File: src/rtl/tbps_pkg.sv
`timescale 1ns / 1ps
`default_nettype none
// ----------------------------------------------------------------------------
// tbps_pkg
// Shared constants and codes for the timed bit pattern sequencer.
// ----------------------------------------------------------------------------
package tbps_pkg;

   localparam int SLOTS_DEFAULT     = 8;
   localparam int WORD_BITS_DEFAULT = 32;

   localparam int ACTION_W    = 2;
   localparam int SLOT_IDX_W  = 3;
   localparam int SLOT_WORD_W = 32;
   localparam int SLOT_LIFE_W = 8;

   localparam int CSR_IDX_W  = 3;
   localparam int CSR_DATA_W = 32;

   localparam int BPW_CFG_W   = 6;
   localparam int SCNT_CFG_W  = 4;
   localparam int REP_CFG_W   = 8;
   localparam int TICKS_CFG_W = 32;
   localparam int DUMMY_CFG_W = 16;

   localparam logic [ACTION_W-1:0] ACT_TICK    = 2'd0;
   localparam logic [ACTION_W-1:0] ACT_WRITE   = 2'd1;
   localparam logic [ACTION_W-1:0] ACT_RESTART = 2'd2;

   localparam logic [CSR_IDX_W-1:0] CSR_BITS_PER_WORD = 3'd0;
   localparam logic [CSR_IDX_W-1:0] CSR_SLOT_COUNT    = 3'd1;
   localparam logic [CSR_IDX_W-1:0] CSR_REPEAT_COUNT  = 3'd2;
   localparam logic [CSR_IDX_W-1:0] CSR_STATE_TICKS   = 3'd3;
   localparam logic [CSR_IDX_W-1:0] CSR_DUMMY_COUNT   = 3'd4;
   localparam logic [CSR_IDX_W-1:0] CSR_DUMMY_LEVEL   = 3'd5;

   localparam logic [BPW_CFG_W-1:0]  BPW_RESET  = 6'd32;
   localparam logic [SCNT_CFG_W-1:0] SCNT_RESET = 4'd1;

endpackage
`default_nettype wire

File: src/rtl/tbps_if.sv
`timescale 1ns / 1ps
`default_nettype none
// ----------------------------------------------------------------------------
// tbps channel interfaces
// Request, response and register write channels, valid/ready handshake.
// ----------------------------------------------------------------------------
interface tbps_req_if;
   logic                             valid;
   logic                             ready;
   logic [tbps_pkg::ACTION_W-1:0]    action;
   logic [tbps_pkg::SLOT_IDX_W-1:0]  slot_index;
   logic [tbps_pkg::SLOT_WORD_W-1:0] slot_word;
   logic [tbps_pkg::SLOT_LIFE_W-1:0] slot_life;

   modport source (output valid, action, slot_index, slot_word, slot_life, input ready);
   modport sink   (input valid, action, slot_index, slot_word, slot_life, output ready);
endinterface

interface tbps_rsp_if;
   logic valid;
   logic ready;
   logic pin_level;
   logic pin_written;
   logic round_done;

   modport source (output valid, pin_level, pin_written, round_done, input ready);
   modport sink   (input valid, pin_level, pin_written, round_done, output ready);
endinterface

interface tbps_csr_if;
   logic                            valid;
   logic                            ready;
   logic [tbps_pkg::CSR_IDX_W-1:0]  index;
   logic [tbps_pkg::CSR_DATA_W-1:0] data;

   modport source (output valid, index, data, input ready);
   modport sink   (input valid, index, data, output ready);
endinterface
`default_nettype wire

File: src/rtl/tbps_div.sv
`timescale 1ns / 1ps
`default_nettype none
// ----------------------------------------------------------------------------
// tbps_div
// Restoring divider, one quotient bit per cycle.
// ----------------------------------------------------------------------------
module tbps_div #(
   parameter int W = 17
) (
   input  wire logic         clock,
   input  wire logic         reset,
   input  wire logic         start,
   input  wire logic [W-1:0] dividend,
   input  wire logic [W-1:0] divisor,
   output logic              done,
   output logic [W-1:0]      quot,
   output logic [W-1:0]      rem
);

   localparam int CNT_W = (W > 1) ? $clog2(W) : 1;

   logic             run_ff;
   logic             done_ff;
   logic [CNT_W-1:0] cnt_ff;
   logic [W-1:0]     quot_ff;
   logic [W-1:0]     rem_ff;
   logic [W-1:0]     dvs_ff;
   logic [W:0]       shifted;
   logic             fits;

   assign shifted = {rem_ff, quot_ff[W-1]};
   assign fits    = shifted >= {1'b0, dvs_ff};

   always_ff @(posedge clock) begin
      if (reset) begin
         run_ff  <= 1'b0;
         done_ff <= 1'b0;
         cnt_ff  <= '0;
      end else begin
         done_ff <= 1'b0;
         if (start) begin
            run_ff  <= 1'b1;
            cnt_ff  <= '0;
            quot_ff <= dividend;
            rem_ff  <= '0;
            dvs_ff  <= divisor;
         end else if (run_ff) begin
            quot_ff <= {quot_ff[W-2:0], fits};
            rem_ff  <= fits ? W'(shifted - {1'b0, dvs_ff}) : shifted[W-1:0];
            cnt_ff  <= cnt_ff + CNT_W'(1);
            if (cnt_ff == CNT_W'(W - 1)) begin
               run_ff  <= 1'b0;
               done_ff <= 1'b1;
            end
         end
      end
   end

   assign done = done_ff;
   assign quot = quot_ff;
   assign rem  = rem_ff;

endmodule
`default_nettype wire

File: src/rtl/timed_bit_pattern_sequencer_core.sv
`timescale 1ns / 1ps
`default_nettype none
// Steps: write, restart, quiet tick or round start go from IDLE to FIN, which registers the result.
// Dummy state or round end: MUL_ACT, MUL_PLAY, CMP, FIN; pattern bit: MUL_ACT, MUL_PLAY, CMP,
// DIV_BIT, DIV_SLOT, FIN, two passes through the shared bit-serial divider (bit and slot index).
// One item at a time; the next request is taken as soon as the result is registered.
// Synchronous active-high reset clears slots, lifetimes, position, elapsed count,
// pin level and registers to their reset values.
// ----------------------------------------------------------------------------
// timed_bit_pattern_sequencer_core
// Drives one pin level from slot words, MSB first, with state timing,
// repeats, dummy states and slot lifetime ageing at the end of each round.
// ----------------------------------------------------------------------------
module timed_bit_pattern_sequencer_core #(
   parameter int SLOTS     = tbps_pkg::SLOTS_DEFAULT,
   parameter int WORD_BITS = tbps_pkg::WORD_BITS_DEFAULT
) (
   input  wire logic clock,
   input  wire logic reset,
   tbps_req_if.sink   req_ch,
   tbps_rsp_if.source rsp_ch,
   tbps_csr_if.sink   csr_ch
);

   localparam int BPW_W   = $clog2(WORD_BITS + 1);
   localparam int SCNT_W  = $clog2(SLOTS + 1);
   localparam int SIDX_W  = (SLOTS > 1) ? $clog2(SLOTS) : 1;
   localparam int BIDX_W  = (WORD_BITS > 1) ? $clog2(WORD_BITS) : 1;
   localparam int ACT_W   = BPW_W + SCNT_W;
   localparam int REP_W   = tbps_pkg::REP_CFG_W + 1;
   localparam int PLAY_W  = ACT_W + REP_W;
   localparam int TOT_W   = ((ACT_W > tbps_pkg::DUMMY_CFG_W) ? ACT_W : tbps_pkg::DUMMY_CFG_W) + 1;
   localparam int MAX_PLAY = SLOTS * WORD_BITS * 256;
   localparam int MAX_TOT  = SLOTS * WORD_BITS + 65535;
   localparam int MAX_POS  = (MAX_PLAY > MAX_TOT) ? MAX_PLAY : MAX_TOT;
   localparam int POS_W   = $clog2(MAX_POS + 1);
   localparam int CMP_W0  = (PLAY_W > TOT_W) ? PLAY_W : TOT_W;
   localparam int CMP_W   = (CMP_W0 > POS_W) ? CMP_W0 : POS_W;
   localparam int DIV_W   = POS_W;

   typedef enum logic [2:0] {
      S_IDLE,
      S_MUL_ACT,
      S_MUL_PLAY,
      S_CMP,
      S_DIV_BIT,
      S_DIV_SLOT,
      S_FIN
   } state_type;

   state_type state_ff;

   logic [tbps_pkg::BPW_CFG_W-1:0]   cfg_bpw_ff;
   logic [tbps_pkg::SCNT_CFG_W-1:0]  cfg_scnt_ff;
   logic [tbps_pkg::REP_CFG_W-1:0]   cfg_rep_ff;
   logic [tbps_pkg::TICKS_CFG_W-1:0] cfg_ticks_ff;
   logic [tbps_pkg::DUMMY_CFG_W-1:0] cfg_dummy_ff;
   logic                             cfg_dlevel_ff;

   logic [WORD_BITS-1:0]             words_ff [SLOTS];
   logic [tbps_pkg::SLOT_LIFE_W-1:0] lives_ff [SLOTS];

   logic [POS_W-1:0]  pos_ff;
   logic [31:0]       elapsed_ff;
   logic [31:0]       elapsed_in;
   logic              level_ff;
   logic              written_ff;
   logic              done_ff;
   logic [ACT_W-1:0]  active_ff;
   logic [PLAY_W-1:0] played_ff;
   logic [TOT_W-1:0]  total_ff;
   logic [BIDX_W-1:0] bitsel_ff;

   logic rsp_valid_ff;
   logic rsp_level_ff;
   logic rsp_written_ff;
   logic rsp_done_ff;

   logic [BPW_W-1:0]  bpw_eff;
   logic [SCNT_W-1:0] slot_eff;
   logic [BPW_W-1:0]  top_bit;
   logic [BPW_W-1:0]  bit_from_rem;
   logic [REP_W-1:0]  rep_plus;
   logic              in_pattern;
   logic              in_round;
   logic              req_fire;
   logic              tick_adv;

   logic             div_start;
   logic [DIV_W-1:0] div_dividend;
   logic [DIV_W-1:0] div_divisor;
   logic             div_done;
   logic [DIV_W-1:0] div_quot;
   logic [DIV_W-1:0] div_rem;

   logic [WORD_BITS+tbps_pkg::SLOT_WORD_W-1:0] word_ext;
   logic [SIDX_W+tbps_pkg::SLOT_IDX_W-1:0]     idx_ext;

   always_comb begin
      if (cfg_bpw_ff == '0) begin
         bpw_eff = BPW_W'(1);
      end else if (32'(cfg_bpw_ff) > 32'(WORD_BITS)) begin
         bpw_eff = BPW_W'(WORD_BITS);
      end else begin
         bpw_eff = BPW_W'(cfg_bpw_ff);
      end
      if (cfg_scnt_ff == '0) begin
         slot_eff = SCNT_W'(1);
      end else if (32'(cfg_scnt_ff) > 32'(SLOTS)) begin
         slot_eff = SCNT_W'(SLOTS);
      end else begin
         slot_eff = SCNT_W'(cfg_scnt_ff);
      end
   end

   assign top_bit      = bpw_eff - BPW_W'(1);
   assign bit_from_rem = bpw_eff - BPW_W'(1) - div_rem[BPW_W-1:0];
   assign rep_plus     = {1'b0, cfg_rep_ff} + REP_W'(1);
   assign in_pattern   = CMP_W'(pos_ff) < CMP_W'(played_ff);
   assign in_round     = CMP_W'(pos_ff) < CMP_W'(total_ff);
   assign elapsed_in   = (elapsed_ff == '1) ? elapsed_ff : elapsed_ff + 32'd1;
   assign tick_adv     = elapsed_in > cfg_ticks_ff;
   assign req_fire     = req_ch.valid && req_ch.ready;
   assign word_ext     = {{WORD_BITS{1'b0}}, req_ch.slot_word};
   assign idx_ext      = {{SIDX_W{1'b0}}, req_ch.slot_index};

   always_comb begin
      div_start    = 1'b0;
      div_dividend = DIV_W'(pos_ff);
      div_divisor  = DIV_W'(bpw_eff);
      case (state_ff)
         S_CMP: begin
            div_start = in_pattern;
         end
         S_DIV_BIT: begin
            div_start    = div_done;
            div_dividend = div_quot;
            div_divisor  = DIV_W'(slot_eff);
         end
         default: begin
            div_start = 1'b0;
         end
      endcase
   end

   tbps_div #(
      .W (DIV_W)
   ) u_div (
      .clock    (clock),
      .reset    (reset),
      .start    (div_start),
      .dividend (div_dividend),
      .divisor  (div_divisor),
      .done     (div_done),
      .quot     (div_quot),
      .rem      (div_rem)
   );

   assign csr_ch.ready = 1'b1;

   always_ff @(posedge clock) begin
      if (reset) begin
         cfg_bpw_ff    <= tbps_pkg::BPW_RESET;
         cfg_scnt_ff   <= tbps_pkg::SCNT_RESET;
         cfg_rep_ff    <= '0;
         cfg_ticks_ff  <= '0;
         cfg_dummy_ff  <= '0;
         cfg_dlevel_ff <= 1'b0;
      end else if (csr_ch.valid) begin
         case (csr_ch.index)
            tbps_pkg::CSR_BITS_PER_WORD: cfg_bpw_ff    <= csr_ch.data[tbps_pkg::BPW_CFG_W-1:0];
            tbps_pkg::CSR_SLOT_COUNT:    cfg_scnt_ff   <= csr_ch.data[tbps_pkg::SCNT_CFG_W-1:0];
            tbps_pkg::CSR_REPEAT_COUNT:  cfg_rep_ff    <= csr_ch.data[tbps_pkg::REP_CFG_W-1:0];
            tbps_pkg::CSR_STATE_TICKS:   cfg_ticks_ff  <= csr_ch.data[tbps_pkg::TICKS_CFG_W-1:0];
            tbps_pkg::CSR_DUMMY_COUNT:   cfg_dummy_ff  <= csr_ch.data[tbps_pkg::DUMMY_CFG_W-1:0];
            tbps_pkg::CSR_DUMMY_LEVEL:   cfg_dlevel_ff <= csr_ch.data[0];
            default: begin
            end
         endcase
      end
   end

   always_ff @(posedge clock) begin
      if (reset) begin
         state_ff     <= S_IDLE;
         pos_ff       <= '0;
         elapsed_ff   <= '0;
         level_ff     <= 1'b0;
         written_ff   <= 1'b0;
         done_ff      <= 1'b0;
         rsp_valid_ff <= 1'b0;
         for (int i = 0; i < SLOTS; i++) begin
            words_ff[i] <= '0;
            lives_ff[i] <= '0;
         end
      end else begin
         if (rsp_valid_ff && rsp_ch.ready && state_ff != S_FIN) begin
            rsp_valid_ff <= 1'b0;
         end
         case (state_ff)
            S_IDLE: begin
               if (req_fire) begin
                  written_ff <= 1'b0;
                  done_ff    <= 1'b0;
                  state_ff   <= S_FIN;
                  case (req_ch.action)
                     tbps_pkg::ACT_TICK: begin
                        if (pos_ff == '0) begin
                           elapsed_ff <= '0;
                           level_ff   <= words_ff[0][top_bit[BIDX_W-1:0]];
                           written_ff <= 1'b1;
                           pos_ff     <= POS_W'(1);
                        end else if (tick_adv) begin
                           elapsed_ff <= '0;
                           state_ff   <= S_MUL_ACT;
                        end else begin
                           elapsed_ff <= elapsed_in;
                        end
                     end
                     tbps_pkg::ACT_WRITE: begin
                        if (32'(req_ch.slot_index) < 32'(SLOTS)) begin
                           words_ff[idx_ext[SIDX_W-1:0]] <= word_ext[WORD_BITS-1:0];
                           lives_ff[idx_ext[SIDX_W-1:0]] <= req_ch.slot_life;
                        end
                     end
                     tbps_pkg::ACT_RESTART: begin
                        pos_ff <= '0;
                     end
                     default: begin
                     end
                  endcase
               end
            end
            S_MUL_ACT: begin
               active_ff <= {{SCNT_W{1'b0}}, bpw_eff} * {{BPW_W{1'b0}}, slot_eff};
               state_ff  <= S_MUL_PLAY;
            end
            S_MUL_PLAY: begin
               played_ff <= PLAY_W'(active_ff) * PLAY_W'(rep_plus);
               total_ff  <= TOT_W'(active_ff) + TOT_W'(cfg_dummy_ff);
               state_ff  <= S_CMP;
            end
            S_CMP: begin
               if (in_pattern) begin
                  state_ff <= S_DIV_BIT;
               end else if (in_round) begin
                  level_ff   <= cfg_dlevel_ff;
                  written_ff <= 1'b1;
                  pos_ff     <= pos_ff + POS_W'(1);
                  state_ff   <= S_FIN;
               end else begin
                  pos_ff  <= '0;
                  done_ff <= 1'b1;
                  for (int i = 0; i < SLOTS; i++) begin
                     if (32'(i) < 32'(slot_eff)) begin
                        if (lives_ff[i] == 8'd1) begin
                           lives_ff[i] <= '0;
                           words_ff[i] <= '0;
                        end else if (lives_ff[i] != '0) begin
                           lives_ff[i] <= lives_ff[i] - 8'd1;
                        end
                     end
                  end
                  state_ff <= S_FIN;
               end
            end
            S_DIV_BIT: begin
               if (div_done) begin
                  bitsel_ff <= bit_from_rem[BIDX_W-1:0];
                  state_ff  <= S_DIV_SLOT;
               end
            end
            S_DIV_SLOT: begin
               if (div_done) begin
                  level_ff   <= words_ff[div_rem[SIDX_W-1:0]][bitsel_ff];
                  written_ff <= 1'b1;
                  pos_ff     <= pos_ff + POS_W'(1);
                  state_ff   <= S_FIN;
               end
            end
            S_FIN: begin
               if (!rsp_valid_ff || rsp_ch.ready) begin
                  rsp_valid_ff   <= 1'b1;
                  rsp_level_ff   <= level_ff;
                  rsp_written_ff <= written_ff;
                  rsp_done_ff    <= done_ff;
                  state_ff       <= S_IDLE;
               end
            end
            default: begin
               state_ff <= S_IDLE;
            end
         endcase
      end
   end

   assign req_ch.ready       = (state_ff == S_IDLE);
   assign rsp_ch.valid       = rsp_valid_ff;
   assign rsp_ch.pin_level   = rsp_level_ff;
   assign rsp_ch.pin_written = rsp_written_ff;
   assign rsp_ch.round_done  = rsp_done_ff;

endmodule
`default_nettype wire

File: src/flat_wrapper.sv
// flat-port wrapper written by rule: the top's interface ports become plain ports
module timed_bit_pattern_sequencer_core_flat 
#(
   parameter int SLOTS     = tbps_pkg::SLOTS_DEFAULT,
   parameter int WORD_BITS = tbps_pkg::WORD_BITS_DEFAULT
)
  (clock, reset, req_ch_valid, req_ch_action, req_ch_slot_index, req_ch_slot_word, req_ch_slot_life, req_ch_ready, rsp_ch_valid, rsp_ch_pin_level, rsp_ch_pin_written, rsp_ch_round_done, rsp_ch_ready, csr_ch_valid, csr_ch_index, csr_ch_data, csr_ch_ready);
  tbps_req_if req_ch_i ();
  tbps_rsp_if rsp_ch_i ();
  tbps_csr_if csr_ch_i ();
  input  wire logic clock;
  input  wire logic reset;
  input wire logic [$bits(req_ch_i.valid)-1:0] req_ch_valid;
  input wire logic [$bits(req_ch_i.action)-1:0] req_ch_action;
  input wire logic [$bits(req_ch_i.slot_index)-1:0] req_ch_slot_index;
  input wire logic [$bits(req_ch_i.slot_word)-1:0] req_ch_slot_word;
  input wire logic [$bits(req_ch_i.slot_life)-1:0] req_ch_slot_life;
  output wire logic [$bits(req_ch_i.ready)-1:0] req_ch_ready;
  output wire logic [$bits(rsp_ch_i.valid)-1:0] rsp_ch_valid;
  output wire logic [$bits(rsp_ch_i.pin_level)-1:0] rsp_ch_pin_level;
  output wire logic [$bits(rsp_ch_i.pin_written)-1:0] rsp_ch_pin_written;
  output wire logic [$bits(rsp_ch_i.round_done)-1:0] rsp_ch_round_done;
  input wire logic [$bits(rsp_ch_i.ready)-1:0] rsp_ch_ready;
  input wire logic [$bits(csr_ch_i.valid)-1:0] csr_ch_valid;
  input wire logic [$bits(csr_ch_i.index)-1:0] csr_ch_index;
  input wire logic [$bits(csr_ch_i.data)-1:0] csr_ch_data;
  output wire logic [$bits(csr_ch_i.ready)-1:0] csr_ch_ready;
  assign req_ch_i.valid = req_ch_valid;
  assign req_ch_i.action = req_ch_action;
  assign req_ch_i.slot_index = req_ch_slot_index;
  assign req_ch_i.slot_word = req_ch_slot_word;
  assign req_ch_i.slot_life = req_ch_slot_life;
  assign req_ch_ready = req_ch_i.ready;
  assign rsp_ch_valid = rsp_ch_i.valid;
  assign rsp_ch_pin_level = rsp_ch_i.pin_level;
  assign rsp_ch_pin_written = rsp_ch_i.pin_written;
  assign rsp_ch_round_done = rsp_ch_i.round_done;
  assign rsp_ch_i.ready = rsp_ch_ready;
  assign csr_ch_i.valid = csr_ch_valid;
  assign csr_ch_i.index = csr_ch_index;
  assign csr_ch_i.data = csr_ch_data;
  assign csr_ch_ready = csr_ch_i.ready;
  timed_bit_pattern_sequencer_core #(.SLOTS(SLOTS), .WORD_BITS(WORD_BITS)) u_core (.clock(clock), .reset(reset), .req_ch(req_ch_i), .rsp_ch(rsp_ch_i), .csr_ch(csr_ch_i));
endmodule
File: config.mk
export PLATFORM = sky130hd
export DESIGN_NAME = timed_bit_pattern_sequencer_core_flat
export DESIGN_NICKNAME = d
export VERILOG_FILES = /design/src/rtl/tbps_pkg.sv /design/src/rtl/tbps_if.sv /design/src/rtl/tbps_div.sv /design/src/rtl/timed_bit_pattern_sequencer_core.sv /design/src/flat_wrapper.sv
export SDC_FILE = /design/constraint.sdc
export NUM_CORES = 1
export LEC_CHECK = 0
export ABC_AREA = 1
export BUFFER_PORTS_ARGS = -buffer_cell sky130_fd_sc_hd__buf_2
export CORE_ASPECT_RATIO = 1.4
export CORE_MARGIN = 8
export CORE_UTILIZATION = 45
export CTS_BUF_LIST = sky130_fd_sc_hd__clkbuf_16
export DETAILED_ROUTE_END_ITERATION = 8
export GPL_ROUTABILITY_DRIVEN = 0
export PLACE_DENSITY = 0.58
export SLEW_MARGIN = 20
export SYNTH_ARGS = -nofsm -noshare
export SYNTH_HDL_FRONTEND = slang
export SYNTH_SLANG_ARGS = --single-unit
File: constraint.sdc
create_clock -name clock -period 14.39 [get_ports clock]
set_clock_uncertainty 0.15 [all_clocks]
set_input_delay 0.7195 -clock clock [delete_from_list [all_inputs] [get_ports clock]]
set_output_delay 0.7195 -clock clock [all_outputs]
set_load 0.05 [all_outputs]
; After elaboration in Yosys (flattened, before gate mapping)
; Memory sizes are Yosys's and may differ from the RTL's. A register that Yosys moved wholly into a read port is not among the register bits.
; Index checks and enable logic that the tools add are counted.
[classes]
n_addsub = 16
multipliers = 2
n_lt_le_gt_ge = 16
n_eq_ne = 36
muxes = 218
bitwise = 26
n_reduce_logical = 45
[ops]
columns = cell, n
row1 = two-way mux 32 bit, 12
row2 = two-way mux 17 bit, 10
row3 = two-way mux 1 bit, 153
row4 = two-way mux 8 bit, 17
row5 = equality test 8 x 1 -> 1 bit (second input constant), 8
row6 = nonzero test 8 bit, 8
row7 = subtractor 8 x 1 -> 8 bit (second input constant), 8
row8 = case mux 17 bit (3 select lines), 1
row9 = case mux 17 bit (2 select lines), 1
row10 = two-way mux 3 bit, 11
row11 = adder 32 x 1 -> 32 bit (second input constant), 1
row12 = equality test 32 bit (second input constant), 1
row13 = > comparator 32 bit, 1
row14 = OR reduction 32 bit, 1
row15 = OR 1 bit, 24
row16 = case mux 3 bit (7 select lines), 1
row17 = AND reduction 2 bit, 10
row18 = < comparator 17 x 19 -> 1 bit, 1
row19 = multiplier 10 x 9 -> 19 bit, 1
row20 = >= comparator 18 x 17 -> 1 bit, 1
row21 = adder 10 x 16 -> 17 bit, 1
row22 = adder 17 x 1 -> 17 bit (second input constant), 1
row23 = logical NOT 17 bit, 1
row24 = < comparator 17 bit, 1
row25 = 45 further kinds, 84
[totals]
regBits = 235
mem_bits_rw = 320
input_bits = 85
output_inout_bits = 6
word_cells = 388
mem_count = 2
[mem_list]
columns = name, words, width, read_ports, rd_clocked_by_memory_dff, wr, line
row1 = u_core.words_ff, 8, 32, 2, 1, 8, timed_bit_pattern_sequencer_core.sv:60  ; logic [WORD_BITS-1:0] words_ff [SLOTS];
row2 = u_core.lives_ff, 8, 8, 8, 0, 8, timed_bit_pattern_sequencer_core.sv:61  ; logic [tbps_pkg::SLOT_LIFE_W-1:0] lives_ff [SLOTS];

; Logic depth before layout (Yosys ltp)
; Gate-level depths: netlist of run 1.
[depth]
ltp_word = 13
mapped_depth = 26
mapped_depth_nobuf = 26

; Hierarchy
; A second synthesis of run 1 with hierarchy kept.
[hier_totals]
hier_cells = 3930
hier_area_um2 = 33089.2
[modules_own_cells]
columns = mod, n_inst, cells_each, area_per_inst_um2
row1 = timed_bit_pattern_sequencer_core, 1, 3478, 29475.8
row2 = tbps_div, 1, 452, 3613.5

; Worst setup path before layout of run 1
; OpenSTA, ideal clock, no wires.
[synth_timing]
path_kind = reg2reg
start = reg u_core.cfg_rep_ff[0] (netlist bit)
end = reg u_core.played_ff[16] (data pin)
setup_time_ps = 259
t_arrival_ps = 4945
required_ps = 13981
setup_slack_ps = 9037
path_stages_with_launch = 24
path_cell_list = dfxtp_1 ha_1 nand2_1 nor2_1 nand3_1 xor2_1 or2_2 fa_1 fa_1 inv_1 fa_1 inv_1 fa_1 inv_1 ha_1 nand2_1 inv_1 a21oi_1 o21bai_1 a21oi_1 o21ai_0 nand3_1 nand2_1 xor2_1
[synth_via]
elab_chain_cells = 2
[synth_rtl]
columns = element, line
row1 = "start, declared", timed_bit_pattern_sequencer_core.sv:55  ; logic [tbps_pkg::REP_CFG_W-1:0] cfg_rep_ff;
row2 = "start signal, assigned", timed_bit_pattern_sequencer_core.sv:173  ; tbps_pkg::CSR_REPEAT_COUNT: cfg_rep_ff <= csr_ch.data[tbps_pkg::REP_CFG_W-1:0];
row3 = adder 8 x 1 -> 9 bit, timed_bit_pattern_sequencer_core.sv:118  ; assign rep_plus = {1'b0, cfg_rep_ff} + REP_W'(1);
row4 = multiplier 10 x 9 -> 19 bit, timed_bit_pattern_sequencer_core.sv:239  ; played_ff <= PLAY_W'(active_ff) * PLAY_W'(rep_plus);
row5 = "end signal, assigned", timed_bit_pattern_sequencer_core.sv:239
row6 = "end, declared", timed_bit_pattern_sequencer_core.sv:70  ; logic [PLAY_W-1:0] played_ff;
; Every way passes these cells.
; A chain may end at the register's enable or synchronous reset.

; Final worst setup path of run 1
[layout_timing]
start = reg u_core.cfg_rep_ff[0] (netlist bit)
end = reg u_core.played_ff[18] (data pin)
; The elaborated chain is that of the path after synthesis.

==> results.cfg, run 1 <==
[final_layout]
area_delta_synth_final_pct = 10.11
drive_gt1_frac = 0.06873
final_net_count = 4013
final_common_cell = nand2_1
stdcell_area_mm2 = 0.03476
final_cell_mix = nand2_1, nor2_1, inv_1, edfxtp_1, nand3_1

[critical_path]
reg2reg_to = u_core.played_ff[18]
arrival_ps = 6190
setup.worst_path.start = u_core.cfg_rep_ff[0]
critPathKind = register to register
startpoint_type = register
reg2reg_from = u_core.cfg_rep_ff[0]
cp-endpoint = u_core.played_ff[18]
crit_path_max_fanout = 10
reg2reg_slack_ps = 8410
end_kind = register
required_ps = 14600
worst-r2r-cell-count = 23

[clock_network]
cts_resized = 0
post_cts_buffers = 0
cts.clk_slew.worst_paths_ps = 60
clk_latency_ps = 630
clk_path_buf_depth = 3
root_buffer = clkbuf_16
numCtsBuffers = 56
cts_tree = built
cts_max_level = 2
cts.sinks = 547
holdBufCountCts = 0

[grt]
antenna_found_initial = 3
grt_pass1_wl_um = 136000
grt_util_all_layers = 0.2187
grt-ovfl-total = 0
grt_max_degree = 88
first_global_vias = 24670

[timing]
fmax_ghz = 0.1673
worst_pin_slew_ps = 1097
final_max_slew_viol_count = 0
rsz0062_at_grt = false
fin_crit_ps = 5978
finalCritPeriodShare = 0.4154
setup_viol = 0
setup-tns-final_ps = 0
hold_viol_final = 0
relSlewSlack = 0.2689

[routing]
first_pass_iters = 5
dr_total_vias = 24830
ant_nets = 0
wl_per_cell_um = 18.57
drt_iter0_markers = 1659
viasPerCell = 5.310
routed_wirelength_um = 86860
drcViolationCount = 0

[synthesis]
netlist_area_mm2 = 0.03157
yosysWarnings = 0
synth_area_leaders = edfxtp_1, dfxtp_1, nand2_1, ha_1, nor2_1
synth-seq-cells = 547
yosysTopAreaCellShare = 0.3938
synth.largest_area_cell = edfxtp_1
synthFlopType = edfxtp_1
synthesis.nets = 3968
syn_avg_cell_area_um2 = 8.657
synth-edff-count = 414
yosysSeqAreaShare = 0.4781
synthArstFlopShare = 0
netlist_instances = 3647
ys_types = 54

[placed_design]
portBuffers = 89
placed_area_mm2 = 0.03295
dp_hpwl_um = 58990

[floorplanning]
die-width_um = 239.9
coreArea_mm2 = 0.06993
die_h_um = 329.4
num_rows = 115
die-area_mm2 = 0.07901
pin_count = 91
start_util = 0.4515

[power_and_ir_drop]
ir_worst_vdd_mv = 0.09568
powerDensity_mw_per_mm2 = 113.2
power.leakage_nw = 14.82

[hold_path]
min_path_type = primary input to register

[status]
status = complete, no violations

[flow_run]
max_cap_viol_count = 0
## synth_stat cells (all sizes together) (6+ instances only)
cell type / n
nand2: 669
nor2: 563
inv: 431
edfxtp: 414
nand3: 349
a21oi: 173
ha: 168
o21ai: 161
dfxtp: 133
clkbuf: 96
xor2: 87
fa: 68
nor3: 65
o22ai: 53
xnor2: 45
buf: 38
nand4: 33
nor4: 18
nand3b: 10
clkinv: 9
or2: 9
a211oi: 8
a31oi: 8
o211ai: 6
## per-stage QoR
stage          setup WS, ps  std cells  total power, W  hold slack (ps)    util
2_1_floorplan          9037       3647        0.002316            258.6       -
3_3_place_gp           8487       4570        0.002510            273.6  0.4712
3_5_place_dp           8389       4570        0.002516            278.0  0.4712
4_1_cts                8381       4675        0.003971            134.1  0.4971
5_1_grt                8043       4677        0.004107            160.5  0.4971
6_report               8412       4677        0.003936            181.8  0.4971
## where the power goes
part	internal, W	leakage [nW]	switching (W)
Combinational	0.000185	8.64	0.000448
Sequential	0.00179	5.24	0.0000536
Clock	0.000817	0.938	0.000641
Total	0.00279	14.8	0.00114
## worst min path at each step
| stage | slack [ps] | endpoint | start | depth (start not counted) |
|---|---|---|---|---|
| after floorplan | 260 | u_core.rsp_ch.pin_written | u_core.written_ff | 0 |
| after global placement | 270 | u_core.rsp_ch.pin_written | u_core.written_ff | 0 |
| after detailed placement | 280 | u_core.rsp_ch.round_done | u_core.done_ff | 0 |
| after CTS | 130 | u_core.cfg_dummy_ff[12] | csr_ch_data[12] | 3 |
| after global routing | 160 | u_core.cfg_dummy_ff[9] | csr_ch_data[9] | 3 |
| final | 180 | u_core.cfg_dummy_ff[14] | csr_ch_data[14] | 3 |
## cell type report
cell class	count	area, um2
diodes	2	5.005
clock buffers	58	1451
clock inverters	47	357.8
fillers	6970	35170
inverters	440	1653
multi-input cells	2526	14340
flip-flops and latches	547	15100
well taps	936	1171
repair buffers	121	685.7
## metal layers
| metal | global-route usage | share of wire | vias to the layer above |
|---|---|---|---|
| met3 | 0.02737 | 0.044 | 154 |
| met4 | 0.07686 | 0.031 | 0 |
| li1 | - | - | 12210 |
| met2 | 0.4086 | 0.53 | 551 |
| met1 | 0.2537 | 0.40 | 11920 |
| met5 | 0 | 0 | - |
## sequential cells by signal, indices dropped and copies added (netlist names), 3 cells and up, named ones only
register and count:
u_core.active_ff 10, u_core.total_ff 17, u_core.u_div.cnt_ff 5, u_core.cfg_bpw_ff 6
u_core.elapsed_ff 32, u_core.u_div.rem 17, u_core.bitsel_ff 5, u_core.words_ff 256
u_core.u_div.dvs_ff 6, u_core.state_ff 3, u_core.u_div.quot 17, u_core.cfg_scnt_ff 4
u_core.played_ff 19, u_core.cfg_ticks_ff 32, u_core.cfg_dummy_ff 16, u_core.pos_ff 17
u_core.lives_ff 64, u_core.cfg_rep_ff 8
## cells by family (layout without fill, tap and decap cells)
| family | Yosys count | count (layout) | synth area share |
|---|---|---|---|
| AND/OR/NAND/NOR | 1727 | 1727 | 0.2321 |
| buffers and inverters | 574 | 666 | 0.06939 |
| flip-flops | 547 | 547 | 0.4781 |
| AO/OA/AOI/OAI | 430 | 430 | 0.07395 |
| adder cells (fa/ha/maj) | 236 | 236 | 0.1097 |
| XOR/XNOR | 132 | 132 | 0.03662 |
| other | 1 | 3 | 0.0001188 |
## critical path, stage by stage, from the launching register on
cell and delay, ps:
dfxtp_1 410, ha_1 210, nand2_1 60, nor2_1 210, nand3_1 120, xor2_1 660
or2_2 240, fa_1 430, fa_1 540, inv_1 50, fa_1 530, inv_1 50
fa_1 520, inv_1 40, ha_1 320, nand2_1 60, inv_1 50, a21oi_1 90
o21bai_1 160, a21oi_1 110, o21ai_0 280, nand3_1 170, o211ai_1 190, nand2_1 70
Power figures use the tool's default switching activity.
==> run 2: changes to the inputs <==
==> constraint.sdc (replaced) <==
create_clock -name clock -period 5.5 [get_ports clock]
set_clock_uncertainty 0.15 [all_clocks]
set_input_delay 0.275 -clock clock [delete_from_list [all_inputs] [get_ports clock]]
set_output_delay 0.275 -clock clock [all_outputs]
set_load 0.05 [all_outputs]
==> run 2 against run 1 <==
Net effect: design area rose by 3.1%; sequential power rose to 2.6 times the previous value; wire length rose by 1.4%; power rose to 2.7 times the previous value; die area did not move; final cell count rose by 2.0%; first-iteration DRC count rose by 5.4%; worst hold slack got worse by 150 ps; critical endpoint unchanged.
==> results.cfg, run 2 (synthesis gave the netlist of run 1 again) <==
[critical_path]
critPathKind = register to register
required_ps = 5720
arrival_ps = 5410
end_kind = register
startpoint_type = register
reg2reg_slack_ps = 310
crit_path_max_fanout = 3

[final_layout]
final_net_count = 4110
top_regs = u_core.words_ff (256), u_core.lives_ff (64)
largest_reg_flops = 256
antenna_cells = 0
multi_input_area_mm2 = 0.01437
drive_gt1_frac = 0.07618
area_delta_synth_final_pct = 13.53
final_cells = 4769
regMostFlops = u_core.words_ff
seqCellArea_mm2 = 0.01510
final_cell_mix = nand2_1, nor2_1, inv_1, edfxtp_1, nand3_1
final_common_cell = nand2_1
fill_cells = 6703

[routing]
viasPerCell = 5.280
routed_wirelength_um = 88100
drcViolationCount = 0
wl_per_cell_um = 18.47
first_pass_iters = 5
dr_total_vias = 25180
drt_iter0_markers = 1748
ant_nets = 0

[placed_design]
dp_hpwl_um = 59790
dp_cells = 4591
portBuffers = 89

[grt]
grt_util_all_layers = 0.2217
grt_pass1_wl_um = 137300
antenna_found_initial = 2
grt-ovfl-total = 0
first_global_vias = 25020
grt_max_degree = 108

[clock_network]
cts.sinks = 547
clk_path_buf_depth = 3
root_buffer = clkbuf_16
clk_latency_ps = 660
cts_max_level = 2
cts_tree = built
numCtsBuffers = 55
cts.clk_slew.worst_paths_ps = 70

[power_and_ir_drop]
power.leakage_nw = 15.28
powerDensity_mw_per_mm2 = 296.0
ir_worst_vdd_mv = 0.2450

[timing]
relSlewSlack = 0.3124
fmax_ghz = 0.1925
finalCritPeriodShare = 0.9444
hold_viol_final = 0
setup-tns-final_ps = 0
worst_pin_slew_ps = 1031
setup_viol = 0
fin_crit_ps = 5194
rsz0062_at_grt = false
final_max_slew_viol_count = 0

[flow_run]
max_cap_viol_count = 0

[floorplanning]
die-area_mm2 = 0.07901
start_util = 0.4515
pin_count = 91
coreArea_mm2 = 0.06993
num_rows = 115
die-width_um = 239.9
die_h_um = 329.4

[status]
status = complete, no violations

[hold_path]
min_path_type = primary input to register
-- run 2: cell types whose count changed in the layout (fill, tap and decap cells not counted), sizes merged --
cell,delta
buf,+25
bufinv,+5
clkbuf,-2
clkinv,-9
clkinvlp,+1
diode,-2
dlygate4sd3,+73
inv,+1
-- run 2: final cells by class --
type,count,share of cell area
Clock buffer,56,0.03910
Clock inverter,45,0.01477
Inverter,440,0.04611
Multi-Input combinational cell,2526,0.4010
Sequential cell,547,0.4213
Tap cell,936,0.03267
Timing Repair Buffer,219,0.04510
-- run 2: layer usage --
layer / part of all wire / routed length, um / global-route usage
met4: 0.035 / 3090 / 0.07647
met2: 0.52 / 45950 / 0.4127
met5: 0.00014 / 12 / 0
met1: 0.39 / 34570 / 0.2543
met3: 0.051 / 4472 / 0.03498
-- run 2: repair_timing --
action,in CTS,in global routing
setup buffers,0,4
hold buffers,73,0
setup endpoints to repair,0,4
gates resized for setup,0,9
hold endpoints to repair,318,0
-- run 2: power by group --
part	leakage (nW)	switching [W]	internal [W]
Combinational	9.07	0.00118	0.000537
Sequential	5.24	0.000156	0.00468
Clock	0.973	0.00172	0.00233
Total	15.3	0.00305	0.00755
-- run 2: worst max-delay path, cell delays in order (launching register included) --
cell and delay [ps]:
dfxtp_1 360, ha_1 190, nand2_1 80, nor2_2 150, nand3_1 100, xor2_1 160
or2_2 290, fa_1 480, fa_1 560, inv_1 60, fa_1 520, inv_1 50
fa_1 520, inv_1 40, ha_1 280, nand2_1 50, inv_1 60, a21oi_2 60
o21bai_1 170, a21oi_2 90, o21ai_2 140, nand3_1 120, o211ai_1 180, nand2_1 70
-- run 2: path summary, 6_finish.rpt --
kind                        start                  endpoint  cells past startpoint
max          u_core.cfg_rep_ff[0]      u_core.played_ff[18]                     23
min               csr_ch_index[2]     u_core.cfg_scnt_ff[0]                      6
max reg2reg  u_core.cfg_rep_ff[0]      u_core.played_ff[18]                     23
min reg2reg        u_core.done_ff  u_core.rsp_ch.round_done                      0
-- run 2: through the flow --
| stage | hold slack [ps] | total power (W) | util | area, um2 | setup slack, ps |
|---|---|---|---|---|---|
| 6_report | 35.86 | 0.01061 | 0.5126 | 35840 | 306.1 |
| 5_1_grt | 83.09 | 0.01106 | 0.5126 | 35840 | 6.493 |
| 4_1_cts | 8.281 | 0.01068 | 0.5117 | 35780 | 45.01 |
| 3_5_place_dp | 276.2 | 0.006606 | 0.4736 | 33120 | 58.21 |
| 3_3_place_gp | 265.5 | 0.006586 | 0.4736 | 33120 | 119.8 |
| 2_1_floorplan | 251.3 | 0.006060 | - | 31570 | 146.6 |
